File: src/mpq_pkg.sv
package mpq_pkg;

  localparam int NODE_W      = 7;
  localparam int NODES       = 128;
  localparam int WEIGHT_W    = 16;
  localparam int KIND_W      = 2;
  localparam int COUNT_W     = 8;
  localparam int EDGE_DEPTH  = 1024;
  localparam int EDGE_AW     = 10;
  localparam int EDGE_CNT_W  = 11;
  localparam int QUEUE_DEPTH = 4;
  localparam int QUEUE_AW    = 2;
  localparam int QUEUE_CNT_W = 3;

  localparam logic [KIND_W-1:0] KIND_CLEAR = 2'd0;
  localparam logic [KIND_W-1:0] KIND_ADD   = 2'd1;
  localparam logic [KIND_W-1:0] KIND_QUERY = 2'd2;

  // Work handed from the front to the back.
  typedef enum logic [1:0] {
    OP_CLEAR,
    OP_ADD,
    OP_QUERY,
    OP_ANSWER
  } op_t;

  typedef struct packed {
    op_t                 op;
    logic [NODE_W-1:0]   node_a;
    logic [NODE_W-1:0]   node_b;
    logic [WEIGHT_W-1:0] weight;
    logic                hit;
  } cmd_t;

  typedef struct packed {
    logic [NODE_W-1:0]   node_a;
    logic [NODE_W-1:0]   node_b;
    logic [WEIGHT_W-1:0] weight;
  } edge_rec_t;

  // One spanning forest node: its parent, the weight of the link to it, and
  // the order in which the node joined the forest.
  typedef struct packed {
    logic                is_root;
    logic [NODE_W-1:0]   ord;
    logic [NODE_W-1:0]   par;
    logic [WEIGHT_W-1:0] pw;
  } tree_rec_t;

  localparam int EDGE_REC_W = $bits(edge_rec_t);
  localparam int TREE_REC_W = $bits(tree_rec_t);

  typedef enum logic [3:0] {
    S_IDLE,
    S_BUILD_INIT,
    S_ROOTSEEK,
    S_SCAN,
    S_SCAN_END,
    S_WALK_INIT,
    S_CAP_X0,
    S_CAP_Y,
    S_CAP_X,
    S_STEP
  } back_state_t;

endpackage

File: src/mpq_front.sv
module mpq_front (
  input  logic                               in_valid,
  output logic                               in_stall,
  input  logic [mpq_pkg::KIND_W-1:0]         kind,
  input  logic [mpq_pkg::NODE_W-1:0]         node_a,
  input  logic [mpq_pkg::NODE_W-1:0]         node_b,
  input  logic [mpq_pkg::WEIGHT_W-1:0]       weight,
  input  logic [mpq_pkg::COUNT_W-1:0]        node_count,
  input  logic                               q_full,
  output logic                               push,
  output mpq_pkg::cmd_t                      push_cmd
);

  logic a_ok;
  logic b_ok;
  logic keep;

  assign a_ok     = ({1'b0, node_a} < node_count);
  assign b_ok     = ({1'b0, node_b} < node_count);
  assign in_stall = q_full;

  // Requests whose outcome is already known here become trivial answers;
  // edges with an endpoint outside the graph and unknown kinds are dropped.
  always_comb begin
    push_cmd.node_a = node_a;
    push_cmd.node_b = node_b;
    push_cmd.weight = weight;
    push_cmd.hit    = 1'b0;
    push_cmd.op     = mpq_pkg::OP_CLEAR;
    keep            = 1'b0;
    case (kind)
      mpq_pkg::KIND_CLEAR: begin
        keep = 1'b1;
      end
      mpq_pkg::KIND_ADD: begin
        push_cmd.op = mpq_pkg::OP_ADD;
        keep        = a_ok && b_ok;
      end
      mpq_pkg::KIND_QUERY: begin
        keep = 1'b1;
        if (!(a_ok && b_ok)) begin
          push_cmd.op = mpq_pkg::OP_ANSWER;
        end else if (node_a == node_b) begin
          push_cmd.op  = mpq_pkg::OP_ANSWER;
          push_cmd.hit = 1'b1;
        end else begin
          push_cmd.op = mpq_pkg::OP_QUERY;
        end
      end
      default: begin
        keep = 1'b0;
      end
    endcase
  end

  assign push = in_valid && !q_full && keep;

endmodule

File: config.mk
export PLATFORM = sky130hd
export DESIGN_NAME = mpq_front
export DESIGN_NICKNAME = d
export VERILOG_FILES = /design/src/mpq_pkg.sv /design/src/mpq_front.sv
export SDC_FILE = /design/constraint.sdc
export NUM_CORES = 1
export LEC_CHECK = 0
export BUFFER_PORTS_ARGS = -buffer_cell sky130_fd_sc_hd__buf_4
export CORE_ASPECT_RATIO = 1.4
export CORE_MARGIN = 3
export CORE_UTILIZATION = 37
export DETAILED_ROUTE_END_ITERATION = 7
export PLACE_DENSITY = 0.95
export SLEW_MARGIN = 20
export SYNTH_ARGS = -nofsm -noshare
export SYNTH_HDL_FRONTEND = slang
export SYNTH_SLANG_ARGS = --single-unit
File: constraint.sdc
create_clock -name vclk -period 1.8
set_clock_uncertainty 0.1 [all_clocks]
set_input_delay 0.09 -clock vclk [all_inputs]
set_output_delay 0.09 -clock vclk [all_outputs]
set_load 0.01 [all_outputs]
==> qor.yml <==
outcome:
  status: "finished clean"
min_path:
  holdCritPathClass: "in2out"
finish:
  final_common_cell: "buf_4"
  clock_buffers: 0
  final_cell_mix: "buf_4 (45), ha_1 (17), inv_1 (9)"
  drive_above_1_share: 0.4571
  seq_cells: 0
  area_delta_synth_final_pct: 18.09
  diodes: 0
  layout.nets: 166
  regArea_sq_um: 0
power:
  pwr_density_cell_nw_per_um2: 232.2
  p_seq_frac: 0
  power.net_switching_w: 0.00008824
  p_leak_nw: 0.4699
  ir_drop_mv: 0.08494
  totalPowerFinal_w: 0.0001972
  pwr-share-comb: 1.000
  clockPowerShare: 0
  p_int_w: 0.0001090
  p_sw_frac: 0.4474
logic_synthesis:
  synthTopCellsByArea: "buf_4 (32%), ha_1 (30%), xnor2_1 (8.5%), inv_1 (4.7%), o21ai_0 (2.8%)"
  yosysSeqAreaShare: 0
  synthCells: 91
  yosysTopAreaCellShare: 0.3235
  syn_area_sq_um: 719.4
  synth_top_area_cell: "buf_4"
  synth.net_count: 150
  syn_avg_cell_area_sq_um: 7.906
  yosys_warnings: 0
  ys_types: 23
timing:
  tightest_slew_ps: 297.9
  rsz0062_at_grt: "no"
  fin_crit_sh: 0.9387
  drv_slew: 0
  setup-tns-final_ps: 0
  hold_viol_final: 0
  slew_headroom: 0.8010
  fin_crit_ps: 1690
  setup_viol: 0
  fmax_mhz: 591.9
cts:
  cts_setup_buffers: 0
  ctsHoldBuffers: 0
  ctsResizeCount: 0
global_routing:
  overflow: 0
  antenna_found_initial: 0
  grt_pass1_vias: 695
  grt_max_degree: 5
  grt_use_total: 0.1290
  grt_pass1_wl_um: 2663
floorplanning:
  die_w_um: 43.27
  initial_utilization: 0.3993
  core_area_sq_um: 1802
  fp.dieH_um: 58.18
  ios: 77
  die_area_sq_um: 2517
  rows: 18
routing:
  drt_iter0_drc: 2
  routed_wl_um: 1688
  wl_per_cell_um: 13.50
  final_antenna_net_count: 0
  vias: 620
  drc: 0
  dr.pass1.iters: 3
  via_per_inst: 4.960
placed_design:
  place_hpwl_um: 1585
  gp_congestion: 0.7210
  portBuffers: 45
job:
  cap_violations: 0
critical_path:
  startpoint_type: "input port"
  path_class: "in2out"
  cp.required_ps: 1610
  end_kind: "output pin"
  cp_max_fo: 3
  cp.arrival_ps: 1500
routing by layer:
metal  routed length (um)  up-vias  GRT usage
met2                  962       35     0.2833
met4                   42        0    0.03448
met1                  479      268     0.1111
met5                    0        -          0
li1                     -      307          -
met3                  203       10    0.01863
power groups by stage:
| stage | Clock (W) | Combinational (W) | Sequential [W] |
|---|---|---|---|
| final | 0 | 0.000197 | 0 |
| after global routing | 0 | 0.000220 | 0 |
| after CTS | 0 | 0.000201 | 0 |
| after detailed placement | 0 | 0.000200 | 0 |
| after global placement | 0 | 0.000192 | 0 |
| after floorplan | 0 | 0.000151 | 0 |
logic make-up (layout without fill, tap and decap cells):
family                     count (synthesis)  after routing  synth area share
AOI/OAI and AO/OA                         15             15            0.1531
xor gates and xnor gates                   7              7           0.08522
adders and majority gates                 17             17            0.2956
buffers and inverters                     40             54            0.3704
and+or+nand+nor                           12             12           0.09567
critical path, stage by stage:
cell and delay, ps:
buf_4 120, ha_1 300, a211o_1 290, a31oi_1 150, o32ai_1 110, a21oi_2 150
a31o_1 170, buf_4 120
area by class of cell:
class	instances	area [sq um]
Inverter	9	33.78
Tap cell	20	25.02
Timing Repair Buffer	45	337.8
Multi-Input combinational cell	51	452.9
Fill cell	186	952.2
Yosys cell counts, types with 2 or more instances:
cell      n
nor2_1    2
ha_1     17
xnor2_1   7
a21oi_2   2
inv_1     9
nand4_1   2
a211o_1   2
buf_4    31
o21ai_0   4
nand2_1   2
stage by stage:
| stage | instance area, sq um | instances | hold slack (ps) | utilization | setup slack (ps) |
|---|---|---|---|---|---|
| 2_1_floorplan | 719.4 | 91 | 171.8 | - | 387.5 |
| 3_3_place_gp | 849.6 | 125 | 80.07 | 0.4715 | 145.5 |
| 3_5_place_dp | 849.6 | 125 | 80.07 | 0.4715 | 112.1 |
| 4_1_cts | 849.6 | 125 | 80.07 | 0.4715 | 112.2 |
| 5_1_grt | 849.6 | 125 | 80.02 | 0.4715 | 21.62 |
| 6_report | 849.6 | 125 | 80.00 | 0.4715 | 110.4 |
worst paths after layout:
path,from,endpoint,slack (ps),depth (start not counted)
worst max-delay path,node_b[2],push,110,8
worst min-delay path,weight[12],push_cmd[13],80,0
Note: power is estimated with default switching activity, not from simulation.
