===== src/mpq_pkg.sv =====
package mpq_pkg;

  localparam int NODE_W      = 7;
  localparam int NODES       = 128;
  localparam int WEIGHT_W    = 16;
  localparam int KIND_W      = 2;
  localparam int COUNT_W     = 8;
  localparam int EDGE_DEPTH  = 1024;
  localparam int EDGE_AW     = 10;
  localparam int EDGE_CNT_W  = 11;
  localparam int QUEUE_DEPTH = 4;
  localparam int QUEUE_AW    = 2;
  localparam int QUEUE_CNT_W = 3;

  localparam logic [KIND_W-1:0] KIND_CLEAR = 2'd0;
  localparam logic [KIND_W-1:0] KIND_ADD   = 2'd1;
  localparam logic [KIND_W-1:0] KIND_QUERY = 2'd2;

  // Work handed from the front to the back.
  typedef enum logic [1:0] {
    OP_CLEAR,
    OP_ADD,
    OP_QUERY,
    OP_ANSWER
  } op_t;

  typedef struct packed {
    op_t                 op;
    logic [NODE_W-1:0]   node_a;
    logic [NODE_W-1:0]   node_b;
    logic [WEIGHT_W-1:0] weight;
    logic                hit;
  } cmd_t;

  typedef struct packed {
    logic [NODE_W-1:0]   node_a;
    logic [NODE_W-1:0]   node_b;
    logic [WEIGHT_W-1:0] weight;
  } edge_rec_t;

  // One spanning forest node: its parent, the weight of the link to it, and
  // the order in which the node joined the forest.
  typedef struct packed {
    logic                is_root;
    logic [NODE_W-1:0]   ord;
    logic [NODE_W-1:0]   par;
    logic [WEIGHT_W-1:0] pw;
  } tree_rec_t;

  localparam int EDGE_REC_W = $bits(edge_rec_t);
  localparam int TREE_REC_W = $bits(tree_rec_t);

  typedef enum logic [3:0] {
    S_IDLE,
    S_BUILD_INIT,
    S_ROOTSEEK,
    S_SCAN,
    S_SCAN_END,
    S_WALK_INIT,
    S_CAP_X0,
    S_CAP_Y,
    S_CAP_X,
    S_STEP
  } back_state_t;

endpackage


===== src/mpq_queue.sv =====
module mpq_queue (
  input  logic          clk,
  input  logic          rst,
  input  logic          push,
  input  mpq_pkg::cmd_t push_cmd,
  input  logic          pop,
  output mpq_pkg::cmd_t pop_cmd,
  output logic          empty,
  output logic          full
);

  mpq_pkg::cmd_t                       slots [mpq_pkg::QUEUE_DEPTH];
  logic [mpq_pkg::QUEUE_AW-1:0]        wr_ptr;
  logic [mpq_pkg::QUEUE_AW-1:0]        rd_ptr;
  logic [mpq_pkg::QUEUE_CNT_W-1:0]     fill;

  assign empty   = (fill == '0);
  assign full    = (fill == mpq_pkg::QUEUE_CNT_W'(mpq_pkg::QUEUE_DEPTH));
  assign pop_cmd = slots[rd_ptr];

  always_ff @(posedge clk) begin
    if (push) begin
      slots[wr_ptr] <= push_cmd;
    end
  end

  always_ff @(posedge clk) begin
    if (rst) begin
      wr_ptr <= '0;
      rd_ptr <= '0;
      fill   <= '0;
    end else begin
      if (push) begin
        wr_ptr <= wr_ptr + 1'b1;
      end
      if (pop) begin
        rd_ptr <= rd_ptr + 1'b1;
      end
      if (push && !pop) begin
        fill <= fill + 1'b1;
      end else if (pop && !push) begin
        fill <= fill - 1'b1;
      end
    end
  end

endmodule


===== config.mk =====
export PLATFORM = sky130hd
export DESIGN_NAME = mpq_queue
export DESIGN_NICKNAME = d
export VERILOG_FILES = /design/src/mpq_pkg.sv /design/src/mpq_queue.sv
export SDC_FILE = /design/constraint.sdc
export NUM_CORES = 1
export LEC_CHECK = 0
export BUFFER_PORTS_ARGS = -buffer_cell sky130_fd_sc_hd__buf_2
export CORE_MARGIN = 3
export CORE_UTILIZATION = 30
export CTS_CLUSTER_SIZE = 24
export DETAILED_ROUTE_END_ITERATION = 7
export PLACE_DENSITY = 0.56
export SLEW_MARGIN = 10
export SYNTH_ARGS = -nofsm -noshare
export SYNTH_HDL_FRONTEND = slang
export SYNTH_SLANG_ARGS = --single-unit

===== constraint.sdc =====
create_clock -name clk -period 5.1 [get_ports clk]
set_input_delay 0.255 -clock clk [delete_from_list [all_inputs] [get_ports clk]]
set_output_delay 0.255 -clock clk [all_outputs]
set_load 0.02 [all_outputs]

==> results.ini, run 1 <==
[run_status]
status = completed

[synth]
ys_ff_latch = 141
netlist_instances = 217
ys.warnings.count = 0
ys_seq_area_share_pct = 79.1
ys_types = 22
syn_area_mm2 = 0.00524
syn-num-nets = 260
syn_avg_cell_area_um2 = 24.1

[pwr]
p_int_mw = 2.18
sw_frac_of_total_pct = 23.9
powerDensity_mw_per_mm2 = 448
vdd.ir_drop.worst_uv = 223
power_frac_seq_pct = 47.6
clock_power_share_pct = 43.2
power.share.combinational_pct = 9.2
total_power_mw = 2.86
p_leak_nw = 2.18
power_switching_uw = 683

[grt]
grt_max_degree = 34
grt_pass1_vias = 2591
grt_first_pass_wirelength_mm = 14.7
grt-ovfl-total = 0
grtUsageMet1_pct = 12.3
antenna_found_initial = 1
grt_util_met3_pct = 4.25
track_usage_pct = 10.4
busiest_layer = met2
use_met2_pct = 16.8

[worst_setup_path]
endpoint_kind = output pin
slowest_stage = dfxtp_2
worst-path-max-fanout = 19
start_kind = flip-flop
crit_chain = buf_4, mux4_1, buf_2
crit_required_ps = 4850
crit_type = flip-flop to output pin
arrival_ps = 2370
max_stage_delay_ps = 680

[floorplanning]
core_mm2 = 0.0168
initial_core_util_pct = 31.1
die_w_um = 138
rows = 47
dieArea_mm2 = 0.0191
io-pin-count = 72
fp.dieH_um = 138

[final_layout]
final_common_cell = edfxtp_1
area_delta_synth_final_pct = 22.0
drive_gt1_share_pct = 44.9
insertedDiodeCount = 0
design_area_mm2 = 0.00639
final_cell_mix = edfxtp_1 (132), buf_2 (71), mux4_2 (30)
nNetsFinal = 342

[drt]
drtPass1Iterations = 4
via_count = 2373
drc = 0
wire_per_inst_um = 17.7
ant_nets = 0
drt-total-wl_mm = 9.39
via_per_inst = 4.46
first_iter_violations = 146

[timing]
worst_slack_ps = 2470
slew_viol_final = 0
setup_violations = 0
fmax_ghz = 0.381
rsz0062_at_grt = false
fin_skew_ps = 11.6
fin_crit_ps = 2630
worst_pin_slew_ps = 994
slew_headroom_pct = 33.7
hold_viol = 0
finalCritPeriodShare_pct = 51.5
tns_ps = 0

[cts]
clkLatencyLatePin_ps = 420
post_cts_buffers = 0
clockRootBuffer = clkbuf_16
clock_path_buffers = 2
tritoncts = built
cts_num_sinks = 141
cts_resized = 0
cts_buffers = 17
clk_pin_slew_ps = 60
cts_max_level = 4
postCtsHoldBufs = 0

[min_path]
hp-class = input port to flip-flop

[placement]
place_worst_setup_slack_ps = 2800
postPlaceCellArea_mm2 = 0.00579
portBuffers = 71
gp_congestion = 0.637
dp_hpwl_mm = 5.57

[job]
maxCapViolations = 0

Yosys cell counts:
master    number  share of area, %
a21oi_1        1             0.095
mux4_2        30                13
buf_6          1              0.21
mux4_1         3               1.5
ha_1           5               1.2
clkbuf_1       2              0.14
buf_12         3               1.1
buf_2          3              0.29
nor3b_1        1              0.14
or3_1          1              0.12
mux2i_1        2              0.38
nand2_1        1             0.072
nor2_1         7              0.50
nor3_1         1             0.095
fa_1           1              0.38
xor2_1         3              0.50
inv_1          4              0.29
o21ai_0        1             0.095
and2_1         4              0.48
edfxtp_1     132                76
xnor2_1        2              0.33
dfxtp_1        9               3.4
registers in the layout (all words and copies together), names as in the netlist, named ones only:
name,count
rd_ptr,2
slots,132
wr_ptr,2
fill,3
worst paths after layout:
check | from | to | slack (ps) | depth (start not counted)
max | flip-flop | pop_cmd[28] | 2470 | 3
min | push_cmd[19] | slots[2][19] | 40 | 1
max reg2reg | wr_ptr[0] | slots[0][8] | 3320 | 3
min reg2reg | fill[2] | fill[2] | 520 | 2
critical path, delay by kind of cell, from the launching register on:
| kind | cells | cell delay (ps) |
|---|---|---|
| DFF | 1 | 680 |
| buffers and inverters | 2 | 660 |
| muxes | 1 | 610 |
power by group through the flow:
stage / Combinational, mW / Sequential [mW] / Clock [mW]
after global routing: 0.289 / 1.37 / 1.33
after CTS: 0.271 / 1.36 / 1.27
after floorplan: 0.199 / 1.36 / 0
after global placement: 0.266 / 1.38 / 0
final: 0.264 / 1.36 / 1.24
after detailed placement: 0.271 / 1.39 / 0
layout make-up:
| type | instances | area (um2) |
|---|---|---|
| clock inverter | 15 | 176 |
| sequential | 141 | 4150 |
| inverter | 4 | 15.0 |
| multi-input combinational | 63 | 990 |
| tap | 220 | 275 |
| timing repair buffer | 72 | 363 |
| clock buffer | 17 | 425 |
| fill | 1596 | 10400 |
through the flow:
stage,hold slack [ps],utilization [%],std cells
global route,25.9,38.0,532
detailed placement,470,34.4,500
floorplan,354,-,217
global placement,465,34.4,500
CTS,16.5,38.0,532
finish,40.7,38.0,532
logic make-up (layout without fill, tap and decap cells):
family / count (synthesis) / count (layout) / share of synthesized area, %
DFF: 141 / 141 / 79.1
muxes: 35 / 35 / 14.8
and+or+nand+nor: 15 / 15 / 1.41
buffers and inverters: 13 / 108 / 2.08
adders and majority gates: 6 / 6 / 1.58
xor gates and xnor gates: 5 / 5 / 0.836
AOI/OAI and AO/OA: 2 / 2 / 0.191
per-layer routing:
metal  up-vias  routed length, um
li1       1068                  -
met1      1222               3980
met2        64               4690
met3        17                512
met4         2                193
met5         -                 13
Note: power is estimated with default switching activity, not from simulation.
==> run 2, diff against run 1 <==
--- a/config.mk
+++ b/config.mk
@@ -10,7 +10,7 @@
 export CORE_UTILIZATION = 30
 export CTS_CLUSTER_SIZE = 24
 export DETAILED_ROUTE_END_ITERATION = 7
-export PLACE_DENSITY = 0.56
+export PLACE_DENSITY = 0.58
 export SLEW_MARGIN = 10
 export SYNTH_ARGS = -nofsm -noshare
 export SYNTH_HDL_FRONTEND = slang
==> constraint.sdc (replaced) <==
create_clock -name clk -period 2.2 [get_ports clk]
set_input_delay 0.11 -clock clk [delete_from_list [all_inputs] [get_ports clk]]
set_output_delay 0.11 -clock clk [all_outputs]
set_load 0.02 [all_outputs]
==> results.ini, run 2 (same netlist as run 1, synthesis figures left out) <==
[run_status]
status = completed

[worst_setup_path]
endpoint_kind = output pin
worst-path-max-fanout = 26
start_kind = flip-flop
crit_chain = buf_12, mux4_1, buf_2
reg2reg_slack_ps = 470
crit_required_ps = 2090
crit-reg2reg-launch = wr_ptr[0]
max_stage_delay_ps = 610
critical_path.top_delay_family = multiplexers
crit_buf_inv = 2
reg2reg_to = slots[0][17]
r2r_cells = 3
crit_type = flip-flop to output pin
slowest_stage = mux4_1
arrival_ps = 1790

[floorplanning]
rows = 47
die_w_um = 138
io-pin-count = 72
dieArea_mm2 = 0.0191
initial_core_util_pct = 31.1
fp.dieH_um = 138
core_mm2 = 0.0168

[drt]
via_count = 2492
wl_met1_mm = 4.29
top_layer = met4
drtPass1Iterations = 4
first_iter_violations = 144
drc = 0
met3RoutedLength_um = 373
ant_nets = 0
drt-total-wl_mm = 9.63
wire_per_inst_um = 16.8
via_per_inst = 4.35
wl_met2_mm = 4.86

[cts]
cts_buffers = 17
cts_max_level = 4
clockRootBuffer = clkbuf_16
clk_pin_slew_ps = 50
post_cts_buffers = 0
tritoncts = built
clkLatencyLatePin_ps = 410
clock_path_buffers = 2
cts_resized = 0
cts_num_sinks = 141

[timing]
worst_pin_slew_ps = 951
fin_crit_ps = 1900
tns_ps = 0
hold_viol = 0
fmax_ghz = 0.525
rsz0062_at_grt = false
slew_viol_final = 0
slew_headroom_pct = 36.6
finalCritPeriodShare_pct = 86.6
fin_skew_ps = 11.1
setup_violations = 0

[placement]
dp_hpwl_mm = 5.72
portBuffers = 71
gp_congestion = 0.697

[final_layout]
final_common_cell = edfxtp_1
nNetsFinal = 383
insertedDiodeCount = 0
area_delta_synth_final_pct = 30.1
final_cell_mix = edfxtp_1 (132), buf_2 (71), dlygate4sd3_1 (34)
drive_gt1_share_pct = 41.1
reg.largest.list = slots x132, fill x3
regMostFlops = slots
nFillCells = 1543
post-route-util_pct = 40.5
largest_reg_flops = 132

[grt]
antenna_found_initial = 0
grt_pass1_vias = 2732
grt_first_pass_wirelength_mm = 14.9
grt_max_degree = 34
grt-ovfl-total = 0
track_usage_pct = 10.5

[pwr]
powerDensity_mw_per_mm2 = 981
p_leak_nw = 2.36
vdd.ir_drop.worst_uv = 495

[min_path]
hp-start = pop
hp-class = input port to flip-flop
hold_depth = 3

[job]
maxCapViolations = 0

## run 2: layout make-up
type | instances | area (um2) | share of cell area [%]
Inverter | 4 | 15.0 | 0.220
Tap cell | 220 | 275 | 4.04
Clock buffer | 18 | 429 | 6.30
Sequential cell | 141 | 4150 | 60.8
Multi-Input combinational cell | 63 | 990 | 14.5
Timing Repair Buffer | 113 | 793 | 11.6
Clock inverter | 14 | 166 | 2.44
## run 2: worst max-delay path by stage
| stage | from | endpoint | slack [ps] | cells after the start |
|---|---|---|---|---|
| floorplan | wr_ptr[0] | slots[2][0] | 450 | 3 |
| global placement | wr_ptr[0] | slots[0][13] | 420 | 3 |
| detailed placement | wr_ptr[0] | slots[0][6] | 400 | 3 |
| CTS | flip-flop | pop_cmd[19] | 240 | 3 |
| global route | flip-flop | pop_cmd[19] | 190 | 3 |
| finish | flip-flop | pop_cmd[19] | 300 | 3 |
## run 2: tightest hold or removal path, stage by stage
cell	delay, ps
buf_2	120
xnor2_1	90
nor2_1	80
## run 2: per-layer routing
layer  up-vias  GRT usage (%)
met5         -              0
met4         0           3.90
met3         9           3.97
met2        57           17.2
met1      1279           12.7
li1       1147              -
## run 2: power breakdown
group	total [mW]	internal [mW]	switching (mW)
combinational	0.720	0.320	0.400
sequential	3.12	3.08	0.0403
clock	2.84	1.78	1.06
total	6.68	5.18	1.50
## run 2: metrics by stage
stage	instances	cell area, um2	hold slack, ps	worst slack [ps]	total power, mW
final	573	6820	32.2	295	6.68
after global routing	573	6820	37.0	190	6.96
after CTS	573	6820	8.03	236	6.79
after detailed placement	507	5880	326	396	3.87
after global placement	507	5880	323	417	3.85
after floorplan	217	5240	209	453	3.63
## run 2: what timing repair did
action                                 in CTS  in global routing
setup endpoints to repair                   0                  0
endpoints found under the hold margin     141                  0
hold buffers                               34                  0
==> run 3, diff against run 2 <==
--- a/config.mk
+++ b/config.mk
@@ -10,6 +10,7 @@
 export CORE_UTILIZATION = 30
 export CTS_CLUSTER_SIZE = 24
 export DETAILED_ROUTE_END_ITERATION = 7
+export HOLD_SLACK_MARGIN = 0.08
 export PLACE_DENSITY = 0.58
 export SLEW_MARGIN = 10
 export SYNTH_ARGS = -nofsm -noshare
==> results.ini, run 3 (same netlist as run 1, synthesis figures left out) <==
[final_layout]
final_cell_mix = edfxtp_1 (132), buf_2 (71), dlygate4sd3_1 (37)
nNetsFinal = 386
seqCellArea_mm2 = 0.00415
area_delta_synth_final_pct = 30.7
multi_input_area_um2 = 990
reg.largest.list = slots x132, fill x3
post-route-util_pct = 40.7
largest_reg_flops = 132
final_common_cell = edfxtp_1
drive_gt1_share_pct = 40.7
insertedDiodeCount = 0
nFillCells = 1540
regMostFlops = slots

[drt]
ant_nets = 0
drc = 0
wire_per_inst_um = 16.7
via_count = 2508
via_per_inst = 4.35
drt-total-wl_mm = 9.63
first_iter_violations = 149
drtPass1Iterations = 4

[timing]
worst_pin_slew_ps = 956
hold_viol = 0
fin_crit_ps = 1910
rsz0062_at_grt = false
setup_violations = 0
slew_viol_final = 0
tns_ps = 0
slew_headroom_pct = 36.3
finalCritPeriodShare_pct = 86.6
fin_skew_ps = 10.6
fmax_ghz = 0.525

[worst_setup_path]
crit_type = flip-flop to output pin
slowest_stage = mux4_1
endpoint_kind = output pin
crit_required_ps = 2090
arrival_ps = 1800
max_stage_delay_ps = 610
start_kind = flip-flop
critical_path.top_delay_family = multiplexers
crit_chain = buf_12, mux4_1, buf_2
worst-path-max-fanout = 26
crit_buf_inv = 2

[pwr]
p_leak_nw = 2.38
vdd.ir_drop.worst_uv = 497
power.share.combinational_pct = 10.9
sw_frac_of_total_pct = 22.4
clock_power_share_pct = 42.5
p_int_mw = 5.19
power_switching_mw = 1.50
power_frac_seq_pct = 46.7
powerDensity_mw_per_mm2 = 977

[floorplanning]
fp.dieH_um = 138
die_w_um = 138
core_mm2 = 0.0168
initial_core_util_pct = 31.1
io-pin-count = 72
dieArea_mm2 = 0.0191
rows = 47

[grt]
grt_pass1_vias = 2740
grt_first_pass_wirelength_mm = 15.0
track_usage_pct = 10.5
grt-ovfl-total = 0
grt_max_degree = 34
antenna_found_initial = 0

[cts]
cts_resized = 0
clkLatencyLatePin_ps = 410
tritoncts = built
clock_path_buffers = 2
cts_max_level = 4
cts_buffers = 17
cts_num_sinks = 141
clockRootBuffer = clkbuf_16
clk_pin_slew_ps = 60

[job]
maxCapViolations = 0

[placement]
dp_hpwl_mm = 5.72
portBuffers = 71
gp_congestion = 0.697

[min_path]
hp-class = input port to flip-flop

[run_status]
status = completed

[run 3: per-layer routing]
metal  up-vias  global-route usage, %  wire length (um)
met5         -                      0                 0
met4         0                   3.90                99
met3         8                   3.97               375
met2        60                   17.2              4860
met1      1288                   12.8              4300
li1       1152                      -                 -
[run 3: final cells by class]
type | count | share of cell area [%]
inverters | 4 | 0.219
flip-flops and latches | 141 | 60.6
clock inverters | 14 | 2.43
clock buffers | 18 | 6.27
repair buffers | 116 | 12.0
multi-input cells | 63 | 14.5
well taps | 220 | 4.02
[run 3: worst paths after layout]
check             depth (start not counted)  slack (ps)   startpoint           end
setup / recovery                          3         290    flip-flop   pop_cmd[19]
hold reg to reg                           2         530      fill[2]       fill[2]
hold / removal                            2         450  push_cmd[1]   slots[2][1]
setup reg to reg                          3         460    wr_ptr[0]  slots[0][17]
[run 3: power by group through the flow]
stage | logic, mW | clock network, mW | registers (mW)
floorplan | 0.462 | 0 | 3.16
global placement | 0.684 | 0 | 3.17
detailed placement | 0.693 | 0 | 3.18
CTS | 0.752 | 2.92 | 3.12
global route | 0.790 | 3.04 | 3.13
finish | 0.726 | 2.84 | 3.12
[run 3: through the flow]
stage | hold slack, ps | std cells | setup slack (ps) | area (um2) | total power [mW]
after global placement | 323 | 507 | 417 | 5880 | 3.85
after detailed placement | 326 | 507 | 396 | 5880 | 3.87
after global routing | 438 | 576 | 190 | 6850 | 6.97
after CTS | 425 | 576 | 236 | 6850 | 6.79
final | 448 | 576 | 294 | 6850 | 6.68
after floorplan | 209 | 217 | 453 | 5240 | 3.63
[run 3: timing repair]
| item | 4_1_cts | 5_1_grt |
|---|---|---|
| hold buffers | 37 | 0 |
| buffers inserted | 0 | 0 |
| hold endpoints to repair | 141 | 0 |
